--- config.mk ---
export PLATFORM = sky130hd
export DESIGN_NAME = positional_list_engine_core
export DESIGN_NICKNAME = d
export VERILOG_FILES = /design/src/hdl/ple_pkg.sv /design/src/hdl/ple_ctrl.sv /design/src/hdl/ple_datapath.sv /design/src/hdl/positional_list_engine_core.sv
export SDC_FILE = /design/constraint.sdc
export NUM_CORES = 2
export LEC_CHECK = 0
export ABC_CLOCK_PERIOD_IN_PS = 12500
export BUFFER_PORTS_ARGS = -buffer_cell sky130_fd_sc_hd__buf_2
export CORE_MARGIN = 4
export CORE_UTILIZATION = 41
export DETAILED_ROUTE_END_ITERATION = 8
export GPL_ROUTABILITY_DRIVEN = 0
export PLACE_DENSITY = 0.63
export SLEW_MARGIN = 10
export SYNTH_ARGS = -nofsm -noshare
export SYNTH_HDL_FRONTEND = slang
export SYNTH_SLANG_ARGS = --single-unit
--- constraint.sdc ---
create_clock -name clk -period 12.5 [get_ports clk]
set_input_delay 1.25 -clock clk [delete_from_list [all_inputs] [get_ports clk]]
set_output_delay 1.25 -clock clk [all_outputs]
set_load 0.005 [all_outputs]
--- src/hdl/ple_pkg.sv ---
// shared types and codes for the positional list engine
package ple_pkg;

  localparam logic [2:0] ACT_INS_FRONT = 3'd0;
  localparam logic [2:0] ACT_INS_AT    = 3'd1;
  localparam logic [2:0] ACT_INS_BACK  = 3'd2;
  localparam logic [2:0] ACT_DEL_FRONT = 3'd3;
  localparam logic [2:0] ACT_DEL_AT    = 3'd4;
  localparam logic [2:0] ACT_DEL_BACK  = 3'd5;
  localparam logic [2:0] ACT_LENGTH    = 3'd6;
  localparam logic [2:0] ACT_LIST      = 3'd7;

  localparam logic [1:0] ST_OK      = 2'd0;
  localparam logic [1:0] ST_INVALID = 2'd1;
  localparam logic [1:0] ST_EMPTY   = 2'd2;
  localparam logic [1:0] ST_FULL    = 2'd3;

  localparam logic [2:0] OP_NONE      = 3'd0;
  localparam logic [2:0] OP_INS_FRONT = 3'd1;
  localparam logic [2:0] OP_INS_AT    = 3'd2;
  localparam logic [2:0] OP_INS_BACK  = 3'd3;
  localparam logic [2:0] OP_DEL_FRONT = 3'd4;
  localparam logic [2:0] OP_DEL_AT    = 3'd5;
  localparam logic [2:0] OP_DEL_BACK  = 3'd6;
  localparam logic [2:0] OP_ROTATE    = 3'd7;

  localparam int ListMax = 16;

  typedef struct packed {
    logic [2:0] op;
    logic       load_out;
    logic [1:0] status;
    logic       last;
    logic       show_head;
  } ple_cmd_t;

  typedef struct packed {
    logic empty;
    logic full;
    logic ins_pos_ok;
    logic del_pos_ok;
    logic out_free;
  } ple_sts_t;

endpackage

--- src/hdl/ple_ctrl.sv ---
// request decoder and listing sequencer
module ple_ctrl
  import ple_pkg::*;
#(
  parameter int CAPACITY = 16
) (
  input  logic                               clk,
  input  logic                               rst_n,
  input  logic                               in_valid,
  input  logic [2:0]                         in_action,
  output logic                               in_stall,
  input  logic [$clog2(CAPACITY+1)-1:0]      count,
  input  ple_sts_t                           sts,
  output ple_cmd_t                           cmd
);

  localparam int CW = $clog2(CAPACITY + 1);
  localparam int PW = ((CW > 5) ? CW : 5) + 1;

  localparam logic S_IDLE = 1'b0;
  localparam logic S_LIST = 1'b1;

  logic          state_r, state_nxt;
  logic [CW-1:0] rot_r, rot_nxt;
  logic [4:0]    emit_r, emit_nxt;
  logic [PW-1:0] cnt_p;
  logic [4:0]    nshow;
  logic          rot_end;

  assign cnt_p   = PW'(count);
  assign nshow   = (cnt_p > PW'(ListMax)) ? 5'(ListMax) : 5'(cnt_p);
  assign rot_end = (rot_r + CW'(1)) == count;

  always_comb begin
    cmd       = '0;
    state_nxt = state_r;
    rot_nxt   = rot_r;
    emit_nxt  = emit_r;
    in_stall  = !((state_r == S_IDLE) && sts.out_free);
    unique case (state_r)
      S_IDLE: begin
        if (in_valid && !in_stall) begin
          cmd.load_out = 1'b1;
          cmd.last     = 1'b1;
          cmd.status   = ST_OK;
          unique case (in_action)
            ACT_INS_FRONT: begin
              if (sts.full) cmd.status = ST_FULL;
              else cmd.op = OP_INS_FRONT;
            end
            ACT_INS_AT: begin
              if (sts.full) cmd.status = ST_FULL;
              else if (!sts.ins_pos_ok) cmd.status = ST_INVALID;
              else cmd.op = OP_INS_AT;
            end
            ACT_INS_BACK: begin
              if (sts.full) cmd.status = ST_FULL;
              else cmd.op = OP_INS_BACK;
            end
            ACT_DEL_FRONT: begin
              if (sts.empty) cmd.status = ST_EMPTY;
              else cmd.op = OP_DEL_FRONT;
            end
            ACT_DEL_AT: begin
              if (sts.empty) cmd.status = ST_EMPTY;
              else if (!sts.del_pos_ok) cmd.status = ST_INVALID;
              else cmd.op = OP_DEL_AT;
            end
            ACT_DEL_BACK: begin
              if (sts.empty) cmd.status = ST_EMPTY;
              else cmd.op = OP_DEL_BACK;
            end
            ACT_LENGTH: begin
              cmd.status = ST_OK;
            end
            ACT_LIST: begin
              if (sts.empty) begin
                cmd.status = ST_EMPTY;
              end else begin
                cmd.load_out = 1'b0;
                state_nxt    = S_LIST;
                rot_nxt      = '0;
                emit_nxt     = '0;
              end
            end
            default: cmd.status = ST_OK;
          endcase
        end
      end
      S_LIST: begin
        // rotate the list once round, showing the head while beats remain
        if (emit_r < nshow) begin
          if (sts.out_free) begin
            cmd.op        = OP_ROTATE;
            cmd.load_out  = 1'b1;
            cmd.show_head = 1'b1;
            cmd.status    = ST_OK;
            cmd.last      = (emit_r + 5'd1) == nshow;
            emit_nxt      = emit_r + 5'd1;
            rot_nxt       = rot_r + CW'(1);
            if (rot_end) state_nxt = S_IDLE;
          end
        end else begin
          cmd.op  = OP_ROTATE;
          rot_nxt = rot_r + CW'(1);
          if (rot_end) state_nxt = S_IDLE;
        end
      end
      default: state_nxt = S_IDLE;
    endcase
  end

  always_ff @(posedge clk) begin
    if (!rst_n) begin
      state_r <= S_IDLE;
      rot_r   <= '0;
      emit_r  <= '0;
    end else begin
      state_r <= state_nxt;
      rot_r   <= rot_nxt;
      emit_r  <= emit_nxt;
    end
  end

endmodule

--- src/hdl/ple_datapath.sv ---
// shift-cell list storage, entry count and result register
module ple_datapath
  import ple_pkg::*;
#(
  parameter int CAPACITY = 16
) (
  input  logic                          clk,
  input  logic                          rst_n,
  input  logic [4:0]                    in_position,
  input  logic signed [31:0]            in_item_value,
  input  ple_cmd_t                      cmd,
  output ple_sts_t                      sts,
  output logic [$clog2(CAPACITY+1)-1:0] count,
  output logic                          out_valid,
  input  logic                          out_stall,
  output logic [1:0]                    out_status,
  output logic [4:0]                    out_length,
  output logic signed [31:0]            out_entry_value,
  output logic                          out_last
);

  localparam int CW = $clog2(CAPACITY + 1);
  localparam int PW = ((CW > 5) ? CW : 5) + 1;

  logic [31:0]   cell_r   [CAPACITY];
  logic [31:0]   cell_nxt [CAPACITY];
  logic [CW-1:0] count_r, count_nxt;
  logic [PW-1:0] cnt_p, pos_p, ins_k, del_k;
  logic          out_valid_r;
  logic [1:0]    out_status_r;
  logic [4:0]    out_length_r;
  logic [31:0]   out_entry_r;
  logic          out_last_r;

  assign cnt_p = PW'(count_r);
  assign pos_p = PW'(in_position);

  always_comb begin
    case (cmd.op)
      OP_INS_AT:   ins_k = pos_p - PW'(1);
      OP_INS_BACK: ins_k = cnt_p;
      default:     ins_k = '0;
    endcase
    case (cmd.op)
      OP_DEL_AT:   del_k = pos_p - PW'(1);
      OP_DEL_BACK: del_k = cnt_p - PW'(1);
      default:     del_k = '0;
    endcase
  end

  always_comb begin
    count_nxt = count_r;
    for (int i = 0; i < CAPACITY; i++) begin
      cell_nxt[i] = cell_r[i];
      case (cmd.op)
        OP_INS_FRONT, OP_INS_AT, OP_INS_BACK: begin
          if (PW'(i) == ins_k) cell_nxt[i] = in_item_value;
          else if (PW'(i) > ins_k && i > 0) cell_nxt[i] = cell_r[(i > 0) ? i - 1 : 0];
        end
        OP_DEL_FRONT, OP_DEL_AT, OP_DEL_BACK: begin
          if (PW'(i) >= del_k && i < CAPACITY - 1)
            cell_nxt[i] = cell_r[(i < CAPACITY - 1) ? i + 1 : i];
        end
        OP_ROTATE: begin
          if (PW'(i + 1) < cnt_p) cell_nxt[i] = cell_r[(i < CAPACITY - 1) ? i + 1 : i];
          else if (PW'(i + 1) == cnt_p) cell_nxt[i] = cell_r[0];
        end
        default: cell_nxt[i] = cell_r[i];
      endcase
    end
    case (cmd.op)
      OP_INS_FRONT, OP_INS_AT, OP_INS_BACK: count_nxt = count_r + CW'(1);
      OP_DEL_FRONT, OP_DEL_AT, OP_DEL_BACK: count_nxt = count_r - CW'(1);
      default:                              count_nxt = count_r;
    endcase
  end

  always_ff @(posedge clk) begin
    for (int i = 0; i < CAPACITY; i++) cell_r[i] <= cell_nxt[i];
  end

  always_ff @(posedge clk) begin
    if (!rst_n) begin
      count_r     <= '0;
      out_valid_r <= 1'b0;
    end else begin
      count_r <= count_nxt;
      if (cmd.load_out) out_valid_r <= 1'b1;
      else if (!out_stall) out_valid_r <= 1'b0;
    end
  end

  // result payload
  always_ff @(posedge clk) begin
    if (cmd.load_out) begin
      out_status_r <= cmd.status;
      out_length_r <= 5'(count_nxt);
      out_entry_r  <= cmd.show_head ? cell_r[0] : 32'd0;
      out_last_r   <= cmd.last;
    end
  end

  assign sts.empty      = (count_r == '0);
  assign sts.full       = (count_r == CW'(CAPACITY));
  assign sts.ins_pos_ok = (pos_p >= PW'(1)) && (pos_p <= cnt_p + PW'(1));
  assign sts.del_pos_ok = (pos_p >= PW'(1)) && (pos_p <= cnt_p);
  assign sts.out_free   = !out_valid_r || !out_stall;

  assign count           = count_r;
  assign out_valid       = out_valid_r;
  assign out_status      = out_status_r;
  assign out_length      = out_length_r;
  assign out_entry_value = out_entry_r;
  assign out_last        = out_last_r;

endmodule

--- src/hdl/positional_list_engine_core.sv ---
// top level of the positional list engine
// Bounded ordered list of signed 32-bit values held in CAPACITY shift cells, front
// in cell 0. Inserts, deletes and length reports each give one result beat,
// registered, the cycle after the request beat is taken; the next request may be
// taken at the edge that hands that beat on, but not while it is held by
// out_stall. A listing rotates the cells once round the current entries, one cell
// step per cycle unless a beat is held by out_stall, emitting the front cell as a
// beat on each of the first min(length, 16) steps; it occupies the block until
// the rotation ends, and no request is taken meanwhile. Listing an empty list
// gives one beat with empty status instead. Cells need no clearing after reset.
module positional_list_engine_core
  import ple_pkg::*;
#(
  parameter int CAPACITY = 16
) (
  input  logic               clk,
  input  logic               rst_n,
  input  logic               in_valid,
  output logic               in_stall,
  input  logic [2:0]         in_action,
  input  logic [4:0]         in_position,
  input  logic signed [31:0] in_item_value,
  output logic               out_valid,
  input  logic               out_stall,
  output logic [1:0]         out_status,
  output logic [4:0]         out_length,
  output logic signed [31:0] out_entry_value,
  output logic               out_last
);

  localparam int CW = $clog2(CAPACITY + 1);

  ple_cmd_t      cmd;
  ple_sts_t      sts;
  logic [CW-1:0] count;

  ple_ctrl #(.CAPACITY(CAPACITY)) u_ctrl (
    .clk      (clk),
    .rst_n    (rst_n),
    .in_valid (in_valid),
    .in_action(in_action),
    .in_stall (in_stall),
    .count    (count),
    .sts      (sts),
    .cmd      (cmd)
  );

  ple_datapath #(.CAPACITY(CAPACITY)) u_datapath (
    .clk            (clk),
    .rst_n          (rst_n),
    .in_position    (in_position),
    .in_item_value  (in_item_value),
    .cmd            (cmd),
    .sts            (sts),
    .count          (count),
    .out_valid      (out_valid),
    .out_stall      (out_stall),
    .out_status     (out_status),
    .out_length     (out_length),
    .out_entry_value(out_entry_value),
    .out_last       (out_last)
  );

  // a listing still in progress holds off requests
  a_list_busy: assert property (@(posedge clk) disable iff (!rst_n)
    out_valid && !out_last |-> in_stall)
    else $error("request taken in the middle of a listing");

  a_err_last: assert property (@(posedge clk) disable iff (!rst_n)
    out_valid && (out_status != ST_OK) |-> out_last)
    else $error("error status on a beat that is not last");

  a_entry_ok: assert property (@(posedge clk) disable iff (!rst_n)
    out_valid && (out_entry_value != 32'sd0) |-> (out_status == ST_OK))
    else $error("entry value on a beat with error status");

endmodule

After elaboration in Yosys (flattened, before gate mapping)
Memories as Yosys holds them, arrays and structs flattened.
Index checks and enable logic that the tools add are counted.
{"block": "word_totals", "output_inout_bits": 42, "wordCells": 279, "mem_count": 1, "register_bits": 57, "ramBits": 512}
{"name": "u_datapath.cell_r", "depth": 16, "word_bits": 32, "read_ports": 16, "rd_ports_with_merged_regs": 0, "wr": 16, "line_no": "ple_datapath.sv:25", "rtl": "logic [31:0] cell_r [CAPACITY];"}
{"block": "classes", "n_addsub": 7, "eq_ne": 54, "bitwise": 1, "n_reduce_logical": 17, "muxes": 139, "magnitude_cmp": 51}
{"operator": "32-bit two-way mux", "count": 77}
{"operator": "32-bit one-hot mux with 3 select lines", "count": 15}
{"operator": "32-bit one-hot mux with 2 select lines", "count": 1}
{"operator": "4-bit by 6-bit == test with 1-bit output (first input constant)", "count": 8}
{"operator": "4-bit by 6-bit greater-than comparator with 1-bit output (first input constant)", "count": 8}
{"operator": "5-bit two-way mux", "count": 9}
{"operator": "4-bit by 6-bit greater-or-equal comparator with 1-bit output (first input constant)", "count": 7}
{"operator": "4-bit by 5-bit == test with 1-bit output (first input constant)", "count": 8}
{"operator": "4-bit by 5-bit less-than comparator with 1-bit output (first input constant)", "count": 8}
{"operator": "5-bit one-hot mux with 2 select lines", "count": 3}
{"operator": "3-bit == test (second input constant)", "count": 8}
{"operator": "3-bit by 6-bit == test with 1-bit output (first input constant)", "count": 4}
{"operator": "3-bit by 6-bit greater-or-equal comparator with 1-bit output (first input constant)", "count": 4}
{"operator": "3-bit by 6-bit greater-than comparator with 1-bit output (first input constant)", "count": 4}
{"operator": "6-bit one-hot mux with 2 select lines", "count": 2}
{"operator": "3-bit by 5-bit == test with 1-bit output (first input constant)", "count": 4}
{"operator": "3-bit by 5-bit less-than comparator with 1-bit output (first input constant)", "count": 4}
{"operator": "3-bit two-way mux", "count": 6}
{"operator": "3-bit one-hot mux with 6 select lines", "count": 1}
{"operator": "5-bit by 1-bit adder with 5-bit output (second input constant)", "count": 3}
{"operator": "1-bit two-way mux", "count": 14}
{"operator": "7-bit one-hot mux with 2 select lines", "count": 1}
{"operator": "2-bit by 6-bit == test with 1-bit output (first input constant)", "count": 2}
{"operator": "3-bit by 2-bit == test with 1-bit output (second input constant)", "count": 4}
{"operator": "40 further kinds", "count": 64}

Depth between registers and ports, before layout
{"block": "depth", "depth_word": 14, "mapped_depth": 16}

By module
From an unflattened synthesis, not the netlist that was laid out.
{"block": "hier_totals", "cells_unflattened": 3698, "hier_area_um2": 35916.9}
{"module": "ple_datapath", "n_inst": 1, "area_per_inst_um2": 34745.8, "cells_per_inst": 3547}
{"module": "ple_ctrl", "n_inst": 1, "area_per_inst_um2": 1171.1, "cells_per_inst": 151}

Least setup slack after synthesis
Ideal clock, no wire load.
{"block": "synth_path", "path_type": "input to register", "from": "input port in_position[0]", "to": "memory u_datapath.cell_r[8][0], in the netlist u_datapath.cell_r[4][0] (enable)", "setup_slack_ns": 3.386, "cell_stages": 9, "required_ns": 11.906, "arrival_ns": 8.520, "n_path_buf": 1, "setup_ns": 0.594, "cell_sequence": "inv_1 -> ha_1 -> nor3b_1 -> a211oi_2 -> a21oi_1 -> a2111oi_4 -> a211o_1 -> clkbuf_1 -> a2111oi_0"}
{"element": "start: declaration", "line_no": "positional_list_engine_core.sv:21", "rtl": "input logic [4:0] in_position,"}
{"element": "end: declaration", "line_no": "ple_datapath.sv:25"}

==> summary.md <==
| Metric | Value |
|---|---|
| Synth Flop Type | edfxtp_1 |
| Antenna Cells | 0 |
| EDFF count, synth | 552 |
| Worst EP arrival | ~6.5 ns |
| Cell variety after synth | 65 |
| Initial Utilization | 41.5% |
| WL final | approximately 120 mm |
| Hold Crit Class | reg -> reg |
| Power Total | 5.52 mW |
| Largest area contributor in the netlist | edfxtp_1 |
| Largest net degree at the start of global routing | roughly 160 |
| Io pins | 86 |
| First-pass GRT wire length | between 150 and 200 mm |
| Nets@finish | 2855 |
| First DRT Iteration DRCs | 4216 |
| Post-DP HPWL | approximately 63 mm |
| Hold_sp | u_ctrl.rot_r[1]$_SDFFE_PN0P_ |
| R2r startpoint | u_datapath.count[2]$_SDFF_PN0_ |
| Avg WL per Cell | between 30 and 40 µm |
| Number of H-tree levels | 3 |
| Final Util | 46.0% |
| Synth area leaders | edfxtp_1 53%, a22oi_1 7.7%, mux2i_1 6.6% |
| Mux contribution to synthesized area | roughly 6.6% |
| Area fraction of the dominant cell type after synthesis | a little over half |
| Rows | 101 |
| Worst skew pair latency | 0.61 ns |
| Crit-path max FO | 65 |
| Mapped Cells | 2899 |
| Setup Fix Bufs, Post-CTS | 0 |
| CTS tree | built |
| Seq cells post-synth | 569 |
| Tmin final | 6.30 ns |
| Drt pass-1 iters | 8 |
| Synth Area in Simple Gates | 10.3% |
| Initial antenna violation count | 4 |
| Worst Skew | about 0.024 ns |
| Slew HR | about 7.6% |
| CP max stage cell | dfxtp_1 |
| PD cells | 158 nW/µm² |
| Final hold vios | 0 |
| Cts hold-fix bufs | 0 |
| Synth-to-Final Area Change | 10.8% |
| Count leader, synth | edfxtp_1 |
| Crit path launch type | register |
| Fin crit share | 50.4% |
| Port Buf Inserts | 85 |
| Async set-reset flop share out of synthesis | 0% |
| Mapped cell area | 31600 µm² |
| Crit path from | u_datapath.count[2]$_SDFF_PN0_ |
| # DRC | 0 |
| Top cells by count, synth | 552 x edfxtp_1, 323 x a22oi_1, 259 x nand2_1 |
| Post-CTS sizing | 0 |
| Setup TNS Final | 0 ns |
| Clock buffer depth | 3 |
| Static leakage | 12.2 nW |
| Compound-Gate Fraction of Synth Area | 23.3% |
| Non-filler cells, final | 3861 |
| Die H | around 290 µm |
| Core footprint | 76100 µm² |
| Crit path capture type | register |
| Crit-path max cell delay | 0.71 ns |
| Vias | 27.0k |
| Post-Synth XOR/XNOR Area | 0.749% |
| Largest family of logic cells by synthesized area | compound AO/OA/AOI/OAI gates |
| Pre-CTS WS | 6.31 ns |
| Dpl cells | about 3.7k |
| Final setup fails | 0 |
| Buf/Inv on CP | 4 |
| Vias in the first global route | ~27k |
| F_max | 159 MHz |
| Slew Viols, Final | 0 |
| Most Frequent Cell on Critical Path | buf_4 |
| CTS root buffer | clkbuf_16 |
| Global Route Usage Sum | roughly 28% |
| Adder-Cell Fraction of Synth Area | 0.951% |
| Die X | 285 µm |
| Worst Slack Setup Final | 6.20 ns |
| Cell Chain, Critical Path | inv_1, nor2_1, nand2_1, xnor2_1, ha_1, and3_1, and3_1, a221o_1, a21oi_1, a2111oi_4, buf_4, a211o_2, buf_4, a2111oi_2, buf_4 |
| Critical Path RT | between 10 and 15 ns |
| CTS Buf Count | 66 |
| Syn Nets | 2967 |
| Clock sink count | 569 |
| VDD IR max | 0.100 mV |
| Worst Max-Slew Pin Slew | 1.39 ns |
| Die area | 81500 µm² |
| Max-cap check violation count | 0 |
| Clock-pin transition on the worst setup and hold timing paths | around 0.05 ns |
| Drt via density | 6.99 |
| CP top delay family | compound AO/OA/AOI/OAI gates |
| Critical path class | reg -> reg |
| RSZ-0062 raised after global routing | false |
| Mean Syn Cell Area | 10.9 µm² |
| Seq/Total Area, Yosys | 53.6% |
| Antenna-violating nets left | 0 |
| GR Overflow Total | 0 |
| Status | finished clean |
| Share of cells above drive strength 1 | between 10% and 20% |
| Synth warn | 0 |
final cells by class:
class	count	area [µm²]
fillers	6991	41100
multi-input cells	1973	13600
clock inverters	22	155
clock buffers	90	1880
repair buffers	163	1020
inverters	14	52.6
flip-flops and latches	569	16900
well taps	1030	1290
per-layer routing:
metal / vias up / track usage (%) / wire, µm
li1: 11100 / - / -
met1: 13300 / 36.7 / 44900
met2: 2214 / 43.5 / 53200
met3: 380 / 6.65 / 14700
met4: 2 / 13.3 / 5350
met5: - / 0 / 20
power breakdown:
| group | total (mW) | switching (mW) | internal [mW] |
|---|---|---|---|
| sequential | 2.65 | 0.182 | 2.47 |
| clock | 1.89 | 0.798 | 1.09 |
| combinational | 0.986 | 0.678 | 0.309 |
cells by family (layout without fill, tap and decap cells):
logic type                 Yosys count  after routing
adders and majority gates           24             24
muxes                              208            208
xor gates and xnor gates            27             27
DFF                                569            569
buffers and inverters              357            289
and+or+nand+nor                    711            711
AOI/OAI and AO/OA                 1003           1003
worst paths after layout:
check                                        to  cells past startpoint  slack (ns)
max          u_datapath.cell_r[4][16]$_DFFE_PP_                     15        6.20
min                u_ctrl.rot_r[1]$_SDFFE_PN0P_                      2        0.52
min reg2reg        u_ctrl.rot_r[1]$_SDFFE_PN0P_                      2        0.52
max reg2reg  u_datapath.cell_r[4][16]$_DFFE_PP_                     15        6.20
through the flow:
stage | hold WS, ns | area (µm²)
2_1_floorplan | 0.472 | 31600
3_3_place_gp | 0.482 | 32900
3_5_place_dp | 0.509 | 32900
4_1_cts | 0.516 | 35000
5_1_grt | 0.534 | 35000
6_report | 0.521 | 35000
state kept, by name, summed over array words and instances, names as in the netlist:
name and flops:
u_ctrl.emit_r 5, u_ctrl.rot_r 5, u_ctrl.state_r 1, u_datapath.cell_r 512, u_datapath.count 5, u_datapath.out_entry_value 32
u_datapath.out_last 1, u_datapath.out_length 5, u_datapath.out_status 2, u_datapath.out_valid 1
tightest hold or removal path, cell delays in order, from the launching register on:
cell and delay [ns]:
dfxtp_1 0.33, nand3_1 0.07, a21boi_0 0.07
cell usage in the layout, fill, tap and decap left out, types with 12 or more instances in the layout:
| master | synthesis | final |
|---|---|---|
| o211ai_1 | 128 | 128 |
| a31oi_1 | 38 | 38 |
| buf_4 | 7 | 77 |
| clkbuf_1 | 232 | 16 |
| nand2_1 | 259 | 256 |
| ha_1 | 24 | 24 |
| inv_1 | 13 | 13 |
| a221o_1 | 33 | 33 |
| a22o_1 | 98 | 98 |
| clkbuf_16 | 0 | 71 |
| a311o_1 | 64 | 64 |
| and2_1 | 52 | 46 |
| a22oi_1 | 323 | 323 |
| mux2i_1 | 208 | 208 |
| o21ai_1 | 109 | 95 |
| dfxtp_1 | 17 | 17 |
| a21o_1 | 36 | 36 |
| xnor2_1 | 19 | 19 |
| nor3_1 | 22 | 12 |
| nor2_1 | 137 | 130 |
| o21ai_4 | 0 | 14 |
| o21ai_0 | 93 | 93 |
| edfxtp_1 | 552 | 552 |
| nand3_1 | 191 | 191 |
| buf_2 | 43 | 85 |
| a21oi_1 | 28 | 26 |
No activity file was read; power rests on OpenSTA's default activity.
